===== src/design/cbrf_pkg.sv =====
`timescale 1ns / 1ps

package cbrf_pkg;

    // Ring buffer geometry
    localparam int DEPTH     = 16;
    localparam int PTR_W     = $clog2(DEPTH);

    // Field widths
    localparam int TYPE_W    = 16;
    localparam int CHAN_W    = 16;
    localparam int CODE_W    = 16;
    localparam int DATA_W    = 32;
    localparam int HDR_W     = TYPE_W + CHAN_W + CODE_W;

    // Front command queue and result queue sizes
    localparam int CQ_DEPTH  = 2;
    localparam int CQ_PTR_W  = $clog2(CQ_DEPTH);
    localparam int CQ_CNT_W  = $clog2(CQ_DEPTH + 1);
    localparam int OQ_DEPTH  = 4;
    localparam int OQ_PTR_W  = $clog2(OQ_DEPTH);
    localparam int OQ_CNT_W  = $clog2(OQ_DEPTH + 1);

    // Configuration register indexes
    localparam int CFG_IDX_W = 1;
    localparam logic [CFG_IDX_W-1:0] CFG_COMMIT_TYPE = 1'd0;
    localparam logic [CFG_IDX_W-1:0] CFG_COMMIT_CODE = 1'd1;
    localparam int CFG_DATA_W = 16;

    // Classified command word, front to back
    typedef struct packed {
        logic              is_commit;
        logic [TYPE_W-1:0] cmd_type;
        logic [CHAN_W-1:0] cmd_channel;
        logic [CODE_W-1:0] cmd_code;
        logic [DATA_W-1:0] cmd_data;
    } t_cmd;

    // Drained result word
    typedef struct packed {
        logic [TYPE_W-1:0] out_type;
        logic [CHAN_W-1:0] out_channel;
        logic [CODE_W-1:0] out_code;
        logic [DATA_W-1:0] out_data;
        logic              is_last;
    } t_res;

    // Back-end status
    typedef struct packed {
        logic draining;
        logic buf_empty;
    } t_back_stat;

    // Ring pointer advance, modulo DEPTH
    function automatic logic [PTR_W-1:0] next_slot(input logic [PTR_W-1:0] p);
        logic [PTR_W-1:0] r;
        if (p == PTR_W'(DEPTH - 1)) begin
            r = '0;
        end else begin
            r = p + PTR_W'(1);
        end
        return r;
    endfunction

endpackage


===== src/design/cbrf_ram.sv =====
`timescale 1ns / 1ps

module cbrf_ram #(
    parameter int WIDTH   = 32,
    parameter int DEPTH_P = 16
) (
    input  logic                       i_clk,
    input  logic                       i_we,
    input  logic [$clog2(DEPTH_P)-1:0] i_waddr,
    input  logic [WIDTH-1:0]           i_wdata,
    input  logic                       i_re,
    input  logic [$clog2(DEPTH_P)-1:0] i_raddr,
    output logic [WIDTH-1:0]           o_rdata
);

    logic [WIDTH-1:0] r_mem [DEPTH_P];
    logic [WIDTH-1:0] r_rdata;

    // One write port, one registered read port
    always_ff @(posedge i_clk) begin
        if (i_we) begin
            r_mem[i_waddr] <= i_wdata;
        end
        if (i_re) begin
            r_rdata <= r_mem[i_raddr];
        end
    end

    assign o_rdata = r_rdata;

endmodule


===== src/design/cbrf_front.sv =====
`timescale 1ns / 1ps

module cbrf_front
    import cbrf_pkg::*;
(
    input  logic                  i_clk,
    input  logic                  i_rst_n,
    input  logic                  i_push,
    output logic                  o_full,
    input  logic [TYPE_W-1:0]     i_cmd_type,
    input  logic [CHAN_W-1:0]     i_cmd_channel,
    input  logic [CODE_W-1:0]     i_cmd_code,
    input  logic [DATA_W-1:0]     i_cmd_data,
    input  logic                  i_cfg_we,
    input  logic [CFG_IDX_W-1:0]  i_cfg_idx,
    input  logic [CFG_DATA_W-1:0] i_cfg_wdata,
    output logic                  o_cmd_valid,
    output t_cmd                  o_cmd,
    input  logic                  i_cmd_pop
);

    logic [TYPE_W-1:0]   r_commit_type;
    logic [CODE_W-1:0]   r_commit_code;
    t_cmd                r_q [CQ_DEPTH];
    logic [CQ_PTR_W-1:0] r_wp;
    logic [CQ_PTR_W-1:0] r_rp;
    logic [CQ_CNT_W-1:0] r_cnt;
    logic [CQ_PTR_W-1:0] n_wp;
    logic [CQ_PTR_W-1:0] n_rp;
    logic [CQ_CNT_W-1:0] n_cnt;
    logic                wr_en;
    logic                rd_en;
    t_cmd                cmd_in;

    // Configuration registers
    always_ff @(posedge i_clk) begin
        if (!i_rst_n) begin
            r_commit_type <= '0;
            r_commit_code <= '0;
        end else if (i_cfg_we) begin
            case (i_cfg_idx)
                CFG_COMMIT_TYPE: r_commit_type <= i_cfg_wdata[TYPE_W-1:0];
                CFG_COMMIT_CODE: r_commit_code <= i_cfg_wdata[CODE_W-1:0];
                default: ;
            endcase
        end
    end

    // Classify the incoming word
    always_comb begin
        cmd_in.is_commit   = (i_cmd_type == r_commit_type) && (i_cmd_code == r_commit_code);
        cmd_in.cmd_type    = i_cmd_type;
        cmd_in.cmd_channel = i_cmd_channel;
        cmd_in.cmd_code    = i_cmd_code;
        cmd_in.cmd_data    = i_cmd_data;
    end

    assign o_full      = (r_cnt == CQ_CNT_W'(CQ_DEPTH));
    assign o_cmd_valid = (r_cnt != '0);
    assign o_cmd       = r_q[r_rp];
    assign wr_en       = i_push && !o_full;
    assign rd_en       = i_cmd_pop && o_cmd_valid;

    // Queue pointers
    always_comb begin
        n_wp  = r_wp;
        n_rp  = r_rp;
        n_cnt = r_cnt;
        if (wr_en) begin
            n_wp = (r_wp == CQ_PTR_W'(CQ_DEPTH - 1)) ? '0 : r_wp + CQ_PTR_W'(1);
        end
        if (rd_en) begin
            n_rp = (r_rp == CQ_PTR_W'(CQ_DEPTH - 1)) ? '0 : r_rp + CQ_PTR_W'(1);
        end
        if (wr_en && !rd_en) begin
            n_cnt = r_cnt + CQ_CNT_W'(1);
        end else if (rd_en && !wr_en) begin
            n_cnt = r_cnt - CQ_CNT_W'(1);
        end
    end

    always_ff @(posedge i_clk) begin
        if (!i_rst_n) begin
            r_wp  <= '0;
            r_rp  <= '0;
            r_cnt <= '0;
        end else begin
            r_wp  <= n_wp;
            r_rp  <= n_rp;
            r_cnt <= n_cnt;
        end
    end

    // Queue storage
    always_ff @(posedge i_clk) begin
        if (wr_en) begin
            r_q[r_wp] <= cmd_in;
        end
    end

endmodule


===== src/design/cbrf_back.sv =====
`timescale 1ns / 1ps

module cbrf_back
    import cbrf_pkg::*;
(
    input  logic                i_clk,
    input  logic                i_rst_n,
    input  logic                i_cmd_valid,
    input  t_cmd                i_cmd,
    output logic                o_cmd_pop,
    input  logic [OQ_CNT_W-1:0] i_oq_count,
    output logic                o_res_valid,
    output t_res                o_res,
    output t_back_stat          o_stat
);

    logic [PTR_W-1:0]  r_wr_ptr;
    logic [PTR_W-1:0]  r_rd_ptr;
    logic              r_buf_empty;
    logic              r_draining;
    logic              r_rd_valid;
    logic              r_rd_last;
    logic [PTR_W-1:0]  n_wr_ptr;
    logic [PTR_W-1:0]  n_rd_ptr;
    logic              n_buf_empty;
    logic              n_draining;
    logic              n_rd_last;
    logic [PTR_W-1:0]  rd_next;
    logic [OQ_CNT_W:0] oq_used;
    logic              room;
    logic              issue;
    logic              do_push;
    logic              start;
    logic [HDR_W-1:0]  hdr_rdata;
    logic [DATA_W-1:0] pay_rdata;

    // Result queue space, counting the read already in flight
    assign oq_used = {1'b0, i_oq_count} + {{OQ_CNT_W{1'b0}}, r_rd_valid};
    assign room    = oq_used < (OQ_CNT_W + 1)'(OQ_DEPTH);

    assign rd_next   = next_slot(r_rd_ptr);
    assign issue     = r_draining && room;
    assign o_cmd_pop = !r_draining && i_cmd_valid;
    assign do_push   = o_cmd_pop && !i_cmd.is_commit;
    assign start     = o_cmd_pop && i_cmd.is_commit && !r_buf_empty;

    // Ring pointer and drain control
    always_comb begin
        n_wr_ptr    = r_wr_ptr;
        n_rd_ptr    = r_rd_ptr;
        n_buf_empty = r_buf_empty;
        n_draining  = r_draining;
        n_rd_last   = r_rd_last;
        if (do_push) begin
            n_wr_ptr    = next_slot(r_wr_ptr);
            n_buf_empty = 1'b0;
            // full ring: drop the oldest word
            if (!r_buf_empty && (r_wr_ptr == r_rd_ptr)) begin
                n_rd_ptr = rd_next;
            end
        end
        if (start) begin
            n_draining = 1'b1;
        end
        if (issue) begin
            n_rd_ptr  = rd_next;
            n_rd_last = (rd_next == r_wr_ptr);
            if (rd_next == r_wr_ptr) begin
                n_buf_empty = 1'b1;
                n_draining  = 1'b0;
            end
        end
    end

    always_ff @(posedge i_clk) begin
        if (!i_rst_n) begin
            r_wr_ptr    <= '0;
            r_rd_ptr    <= '0;
            r_buf_empty <= 1'b1;
            r_draining  <= 1'b0;
            r_rd_valid  <= 1'b0;
        end else begin
            r_wr_ptr    <= n_wr_ptr;
            r_rd_ptr    <= n_rd_ptr;
            r_buf_empty <= n_buf_empty;
            r_draining  <= n_draining;
            r_rd_valid  <= issue;
        end
    end

    // Last flag travels with the read
    always_ff @(posedge i_clk) begin
        r_rd_last <= n_rd_last;
    end

    // Header and payload stores
    cbrf_ram #(
        .WIDTH   (HDR_W),
        .DEPTH_P (DEPTH)
    ) u_hdr_ram (
        .i_clk   (i_clk),
        .i_we    (do_push),
        .i_waddr (r_wr_ptr),
        .i_wdata ({i_cmd.cmd_type, i_cmd.cmd_channel, i_cmd.cmd_code}),
        .i_re    (issue),
        .i_raddr (r_rd_ptr),
        .o_rdata (hdr_rdata)
    );

    cbrf_ram #(
        .WIDTH   (DATA_W),
        .DEPTH_P (DEPTH)
    ) u_pay_ram (
        .i_clk   (i_clk),
        .i_we    (do_push),
        .i_waddr (r_wr_ptr),
        .i_wdata (i_cmd.cmd_data),
        .i_re    (issue),
        .i_raddr (r_rd_ptr),
        .o_rdata (pay_rdata)
    );

    // Result word
    always_comb begin
        o_res.out_type    = hdr_rdata[HDR_W-1 -: TYPE_W];
        o_res.out_channel = hdr_rdata[CHAN_W+CODE_W-1 -: CHAN_W];
        o_res.out_code    = hdr_rdata[CODE_W-1:0];
        o_res.out_data    = pay_rdata;
        o_res.is_last     = r_rd_last;
    end

    assign o_res_valid     = r_rd_valid;
    assign o_stat.draining  = r_draining;
    assign o_stat.buf_empty = r_buf_empty;

endmodule


===== src/design/cbrf_outq.sv =====
`timescale 1ns / 1ps

module cbrf_outq
    import cbrf_pkg::*;
(
    input  logic                i_clk,
    input  logic                i_rst_n,
    input  logic                i_wr,
    input  t_res                i_res,
    input  logic                i_pop,
    output logic                o_empty,
    output t_res                o_res,
    output logic [OQ_CNT_W-1:0] o_count
);

    t_res                r_q [OQ_DEPTH];
    logic [OQ_PTR_W-1:0] r_wp;
    logic [OQ_PTR_W-1:0] r_rp;
    logic [OQ_CNT_W-1:0] r_cnt;
    logic                rd_en;

    assign o_empty = (r_cnt == '0);
    assign o_res   = r_q[r_rp];
    assign o_count = r_cnt;
    assign rd_en   = i_pop && !o_empty;

    // Pointers and fill count
    always_ff @(posedge i_clk) begin
        if (!i_rst_n) begin
            r_wp  <= '0;
            r_rp  <= '0;
            r_cnt <= '0;
        end else begin
            if (i_wr) begin
                r_wp <= (r_wp == OQ_PTR_W'(OQ_DEPTH - 1)) ? '0 : r_wp + OQ_PTR_W'(1);
            end
            if (rd_en) begin
                r_rp <= (r_rp == OQ_PTR_W'(OQ_DEPTH - 1)) ? '0 : r_rp + OQ_PTR_W'(1);
            end
            if (i_wr && !rd_en) begin
                r_cnt <= r_cnt + OQ_CNT_W'(1);
            end else if (rd_en && !i_wr) begin
                r_cnt <= r_cnt - OQ_CNT_W'(1);
            end
        end
    end

    // Storage
    always_ff @(posedge i_clk) begin
        if (i_wr) begin
            r_q[r_wp] <= i_res;
        end
    end

endmodule


===== src/design/command_batch_ring_fifo.sv =====
// A stored word goes from the front queue into the ring; the first word of a commit
// batch passes the front queue, drain flag, ring read register and result queue to
// the result ports, when nothing waits ahead of it in the front queue.
// Throughput: one input word per cycle while full is low; a batch drains one word
// per cycle from the ring memory read port while the result queue has room.
// Reset (synchronous, active low) empties the ring, both queues and clears the
// commit codes; the ring memories themselves are not cleared.
`timescale 1ns / 1ps

module command_batch_ring_fifo
    import cbrf_pkg::*;
(
    input  logic                  i_clk,
    input  logic                  i_rst_n,
    input  logic                  push,
    output logic                  full,
    input  logic [TYPE_W-1:0]     i_cmd_type,
    input  logic [CHAN_W-1:0]     i_cmd_channel,
    input  logic [CODE_W-1:0]     i_cmd_code,
    input  logic [DATA_W-1:0]     i_cmd_data,
    output logic                  empty,
    input  logic                  pop,
    output logic [TYPE_W-1:0]     o_out_type,
    output logic [CHAN_W-1:0]     o_out_channel,
    output logic [CODE_W-1:0]     o_out_code,
    output logic [DATA_W-1:0]     o_out_data,
    output logic                  o_is_last,
    input  logic                  i_cfg_we,
    input  logic [CFG_IDX_W-1:0]  i_cfg_idx,
    input  logic [CFG_DATA_W-1:0] i_cfg_wdata
);

    logic                w_cmd_valid;
    t_cmd                w_cmd;
    logic                w_cmd_pop;
    logic                w_res_valid;
    t_res                w_res;
    t_res                w_out;
    t_back_stat          w_stat;
    logic [OQ_CNT_W-1:0] w_oq_count;

    // Accept and classify
    cbrf_front u_front (
        .i_clk         (i_clk),
        .i_rst_n       (i_rst_n),
        .i_push        (push),
        .o_full        (full),
        .i_cmd_type    (i_cmd_type),
        .i_cmd_channel (i_cmd_channel),
        .i_cmd_code    (i_cmd_code),
        .i_cmd_data    (i_cmd_data),
        .i_cfg_we      (i_cfg_we),
        .i_cfg_idx     (i_cfg_idx),
        .i_cfg_wdata   (i_cfg_wdata),
        .o_cmd_valid   (w_cmd_valid),
        .o_cmd         (w_cmd),
        .i_cmd_pop     (w_cmd_pop)
    );

    // Ring buffer and drain
    cbrf_back u_back (
        .i_clk       (i_clk),
        .i_rst_n     (i_rst_n),
        .i_cmd_valid (w_cmd_valid),
        .i_cmd       (w_cmd),
        .o_cmd_pop   (w_cmd_pop),
        .i_oq_count  (w_oq_count),
        .o_res_valid (w_res_valid),
        .o_res       (w_res),
        .o_stat      (w_stat)
    );

    // Result queue
    cbrf_outq u_outq (
        .i_clk   (i_clk),
        .i_rst_n (i_rst_n),
        .i_wr    (w_res_valid),
        .i_res   (w_res),
        .i_pop   (pop),
        .o_empty (empty),
        .o_res   (w_out),
        .o_count (w_oq_count)
    );

    assign o_out_type    = w_out.out_type;
    assign o_out_channel = w_out.out_channel;
    assign o_out_code    = w_out.out_code;
    assign o_out_data    = w_out.out_data;
    assign o_is_last     = w_out.is_last;

`ifndef SYNTHESIS
    // Result queue never overflows
    a_oq_no_overflow: assert property (@(posedge i_clk) disable iff (!i_rst_n)
        w_res_valid |-> (w_oq_count < OQ_CNT_W'(OQ_DEPTH)))
        else $error("result queue overflow");

    // Last word of a batch ends the drain and leaves the ring empty
    a_last_ends_drain: assert property (@(posedge i_clk) disable iff (!i_rst_n)
        (w_res_valid && w_res.is_last) |-> (!w_stat.draining && w_stat.buf_empty))
        else $error("drain still active after last word");

    // Both queues come out of reset empty
    a_reset_empty: assert property (@(posedge i_clk)
        !i_rst_n |=> (empty && !full))
        else $error("queues not empty after reset");
`endif

endmodule

===== config.mk =====
export PLATFORM = sky130hd
export DESIGN_NAME = command_batch_ring_fifo
export DESIGN_NICKNAME = d
export VERILOG_FILES = /design/src/design/cbrf_pkg.sv /design/src/design/cbrf_ram.sv /design/src/design/cbrf_front.sv /design/src/design/cbrf_back.sv /design/src/design/cbrf_outq.sv /design/src/design/command_batch_ring_fifo.sv
export SDC_FILE = /design/constraint.sdc
export NUM_CORES = 2
export LEC_CHECK = 0
export BUFFER_PORTS_ARGS = -buffer_cell sky130_fd_sc_hd__buf_2
export CORE_UTILIZATION = 30
export CTS_CLUSTER_SIZE = 30
export DETAILED_ROUTE_END_ITERATION = 10
export GPL_TIMING_DRIVEN = 0
export MAX_ROUTING_LAYER = met4
export PLACE_DENSITY_LB_ADDON = 0.15
export SYNTH_ARGS = -nofsm -noshare
export SYNTH_HDL_FRONTEND = slang
export SYNTH_HIERARCHICAL = 1
export SYNTH_SLANG_ARGS = --single-unit

===== constraint.sdc =====
create_clock -name i_clk -period 10.55 [get_ports i_clk]
set_input_delay 1.055 -clock i_clk [delete_from_list [all_inputs] [get_ports i_clk]]
set_output_delay 1.055 -clock i_clk [all_outputs]
set_load 0.02 [all_outputs]

# == Word level (Yosys, flattened, before mapping) ==
# Memory sizes are Yosys's and may differ from the RTL's. A register that Yosys moved wholly into a read port is not among the register bits.
# Index checks and enable logic that the tools add are counted.
# classes
add_sub_neg,11
n_lt_le_gt_ge,1
eq_ne,9
n_mux,29
bitwise_logic,1
reduce_logical,32
# ops
op,count
16-bit equality test,2
4-bit 2-to-1 mux,5
1-bit 2-to-1 mux,16
1-bit logical AND,14
2-bit 2-to-1 mux,6
2-bit nonzero test,5
1-bit logical NOT,9
4-bit by 1-bit adder with 4-bit output (second input constant),2
4-bit equality test,2
4-bit equality test (second input constant),2
2-bit by 1-bit adder with 2-bit output (second input constant),3
2-bit equality test (second input constant),3
3-bit 2-to-1 mux,2
2-bit AND reduction,3
3-bit by 1-bit adder with 4-bit output,1
4-bit by 3-bit < comparator with 1-bit output (second input constant),1
3-bit by 1-bit adder with 3-bit output (second input constant),1
3-bit logical NOT,1
3-bit by 1-bit subtractor with 3-bit output (second input constant),1
1-bit adder (second input constant),2
2-bit by 1-bit subtractor with 2-bit output (second input constant),1
1-bit NOT,1
# word_totals
reg_bits,55
mem_bits_rw,1766
input_bits,102
elab_cells,101
n_memories,4
# memory_table
name,depth,word_bits,rd,rd_clocked_by_memory_dff,wr,line_no,text
u_back.u_hdr_ram.r_mem,16,48,1,1,1,cbrf_ram.sv:16,logic [WIDTH-1:0] r_mem [DEPTH_P];
u_back.u_pay_ram.r_mem,16,32,1,1,1,cbrf_ram.sv:16,
u_outq.r_q,4,81,1,1,1,cbrf_outq.sv:16,t_res r_q [OQ_DEPTH];
u_front.r_q,2,81,1,1,1,cbrf_front.sv:24,t_cmd r_q [CQ_DEPTH];

# == Longest topological paths before layout ==
# logic_depth
depth_word,7
depth_mapped,9

# == By module ==
# The synthesis kept the hierarchy.
# by_module_without_submodules
module,n_inst,cells_each,area_per_inst_um2,seq_area_each_um2
cbrf_ram at u_back.u_hdr_ram,1,1242,30175.2,24503.5
cbrf_ram at u_back.u_pay_ram,1,838,20174.3,16335.7
cbrf_outq,1,468,12219.2,9909.5
cbrf_front,1,463,7672.4,5605.4
cbrf_back,1,82,723.2,250.2

# == Worst setup path before layout ==
# No wires, ideal clock.
# synth_path
kind,reg2reg
startpoint,reg with a tool-made name
endpoint,"mem u_back/u_hdr_ram/r_mem[0][0] (netlist name), enable pin"
setup_time_ns,0.513
arrival_ns,5.339
setup_slack_ns,4.698
path_stages_with_launch,9
period_less_slack_ns,5.852
path_cell_list,dfxtp_1 -> buf_4 -> buf_6 -> mux2_2 -> or3b_1 -> buf_6 -> inv_2 -> or3b_2 -> nor3_1
# synth_lines
element,line_no
"end, declared",cbrf_ram.sv:16

==> qor.txt <==
Count of hold-fix buffers inserted at cts: 0
Worst min-delay path endpoint: u_front/r_q[0][56]
NumNets Final: 3,696
Sinks on Clock Net: 1,904
GR Overflow Total: 0
Post-route cell area: 0.0845 mm2
Clock power frac: 0.360
DRC Markers: 0
Worst slack, placed: 6330 ps
Sw power: 0.00508 W
CTS tree: done
Post-CTS clock slew at the launch and capture registers of the worst setup and hold paths: 60 ps
Post-Route Setup TNS: 0 ps
Layout fillers: 21,700
Transition time at the pin with the least slew margin: 1300 ps
Setup Fix Bufs, Post-CTS: 0
Number of max-slew violations in the final report: 0
Static power due to leakage: 26.1 nW
Total routing usage reported by global routing: 0.160
Cell type with the highest occurrence count on the critical path: buf_2
Internal reg-to-reg setup slack: 6430 ps
Register Area: 0.0566 mm2
Slowest stage cell on the critical path: clkbuf_1
Syn_nets: 3,203
Post-placement cell area: 0.0779 mm2
Multi-input gate area: 0.0136 mm2
Worst reg-to-reg path cell count: 9
Logic gate share of total power: 0.159
First-pass GRT wire length: 261 mm
Hold Crit Start: i_cmd_channel[8]
Kind of path behind the tightest hold check: input pin to flip-flop
Number of global-route vias before repair: 34,000
Crit. End Element: output pin
Worst VDD drop: 140 uV
Slew HR: 0.133
Final worst clock skew: 65.1 ps
Placeable core area: 0.235 mm2
Wire length per cell after detailed routing: 26.9 um
Fraction of layout cells with a size suffix above 1: 0.311
Area of the mapped netlist: 0.0709 mm2
Nature of the critical path startpoint: flip-flop
Initial DRC Count: 2,559
Critical Path AT: 3300 ps
Chip Height: 488 um
Instance count along the most critical hold path: 1
Skew-Pair Late Insertion Delay: 860 ps
Width of the chip: 488 um
Clock buffers created by TritonCTS: 206
Initial standard-cell utilization of the core: 0.302
Relative contribution of sequential cells to total power: 0.481
Placement row count: 178
Resized Gates After CTS: 0
Final period utilization: 0.413
Switching Share: 0.262
Count of nets left with antenna violations after detail routing: 0
Number of antenna violations at the first check in global routing: 24
Via count: 32,600
Total power per unit cell area: 230 mW/mm2
Largest stage delay on the critical path: 870 ps
Mapped Avg Cell Area: 23.0 um2
Minimum period implied by the final worst setup slack: 4360 ps
Highest achievable clock rate: 229 MHz
Outcome: finished clean
Gp weighted congestion: 0.720
Maximum net fanout on the critical path: 10
Growth of design area from synthesis to finish: 19.0%
Required arrival time at the worst endpoint: 9500 ps
Setup violation total in the final timing report: 0
Critical path, cell by cell: clkbuf_1, buf_2, mux4_2, buf_2
Port bufs: 184
Kind of critical path: flip-flop to output pin
# Max-Cap Violations: 0
Internal portion of total power: 0.0143 W
Worst hold slack: 384 ps
Root cell of the clock tree: clkbuf_16
Number of placed I/O pins: 185
Via density: 4.72
Endpoints failing hold: 0
Largest net degree at the start of global routing: 58
Number of instances in the synthesized netlist: 3,091
Yosys synthesis warning count: 6
Setup slack of the critical path after layout: 6190 ps
R2r endpoint: u_back/u_hdr_ram/r_mem[3][18]
Maximum level of the CTS H-tree: 4
HPWL reported at the end of detailed placement: 124 mm
Die footprint: 0.238 mm2
Post-route core utilization: 0.359
Max clock buf depth: 3
Drt first pass iters: 5
RSZ-0062 raised after global routing: false
Total wire length: 186 mm
==> layout by cell type (no fill, tap or decap), types with 9 or more instances in the layout <==
| master | instances |
|---|---|
| edfxtp_1 | 1847 |
| mux4_2 | 401 |
| clkbuf_16 | 207 |
| buf_2 | 205 |
| nand2_1 | 166 |
| a22oi_1 | 160 |
| clkbuf_1 | 92 |
| mux2_2 | 81 |
| clkinv_1 | 62 |
| dfxtp_1 | 57 |
| buf_6 | 52 |
| xor2_1 | 39 |
| buf_4 | 39 |
| buf_12 | 39 |
| clkinv_2 | 32 |
| buf_16 | 25 |
| nor2_4 | 25 |
| a21boi_0 | 20 |
| buf_1 | 18 |
| a21boi_1 | 16 |
| bufinv_16 | 15 |
| nor2b_1 | 10 |
| and2_1 | 10 |
| ha_1 | 9 |
==> power groups by stage <==
stage / logic, W / registers, W / clock network, W
3_5_place_dp: 0.00316 / 0.00950 / 0
6_report: 0.00308 / 0.00934 / 0.00699
3_3_place_gp: 0.00301 / 0.00956 / 0
4_1_cts: 0.00317 / 0.00934 / 0.00719
5_1_grt: 0.00333 / 0.00937 / 0.00746
2_1_floorplan: 0.00187 / 0.00948 / 0
==> layer usage <==
layer	wire length [um]	vias to the layer above	GRT usage
li1	-	14000	-
met1	85800	17500	0.219
met2	86300	809	0.243
met3	9650	273	0.0329
met4	4060	0	0.0434
met5	0	-	-
==> critical path: cells and delay by family, from the launching register on <==
kind | cells | cell delay (ps)
flip-flops | 1 | 300
buffers and inverters | 3 | 1650
multiplexers | 1 | 510
==> layout make-up <==
type,instances,area share
inverter,8,0.000415
timing repair buffer,285,0.0324
sequential,1904,0.670
tap,3150,0.0467
clock buffer,249,0.0633
antenna,8,0.000237
multi-input combinational,1031,0.161
clock inverter,128,0.0144
buffer,148,0.0112
==> metrics by stage <==
step / total power [W] / std cells
global placement: 0.0126 / 6425
global route: 0.0202 / 6909
CTS: 0.0197 / 6903
floorplan: 0.0113 / 3091
detailed placement: 0.0127 / 6526
finish: 0.0194 / 6911
==> sequential cells by signal, summed over array words and instances (netlist names), 2 cells and up, named ones only <==
| name | cells |
|---|---|
| u_outq/r_rp | 2 |
| u_back/u_pay_ram/r_mem | 512 |
| u_front/r_q | 162 |
| u_back/u_pay_ram/o_rdata | 32 |
| u_front/r_commit_code | 16 |
| u_back/r_wr_ptr | 4 |
| u_back/r_rd_ptr | 4 |
| u_back/u_hdr_ram/r_mem | 768 |
| u_outq/r_q | 324 |
| u_front/r_commit_type | 16 |
| u_outq/r_wp | 2 |
| u_back/u_hdr_ram/o_rdata | 48 |
| u_outq/o_count | 3 |
| u_front/r_cnt | 2 |
==> worst max-delay path by stage <==
stage	startpoint	end	cells past startpoint	slack, ps
floorplan	flip-flop	u_back/u_hdr_ram/r_mem[0][0]	8	4700
global placement	flip-flop	u_back/u_hdr_ram/r_mem[0][19]	8	-830
detailed placement	flip-flop	u_back/u_hdr_ram/r_mem[3][20]	9	6330
CTS	flip-flop	o_out_type[8]	4	5950
global route	flip-flop	o_is_last	4	6050
finish	flip-flop	o_out_type[8]	4	6190
Power figures use the tool's default switching activity.
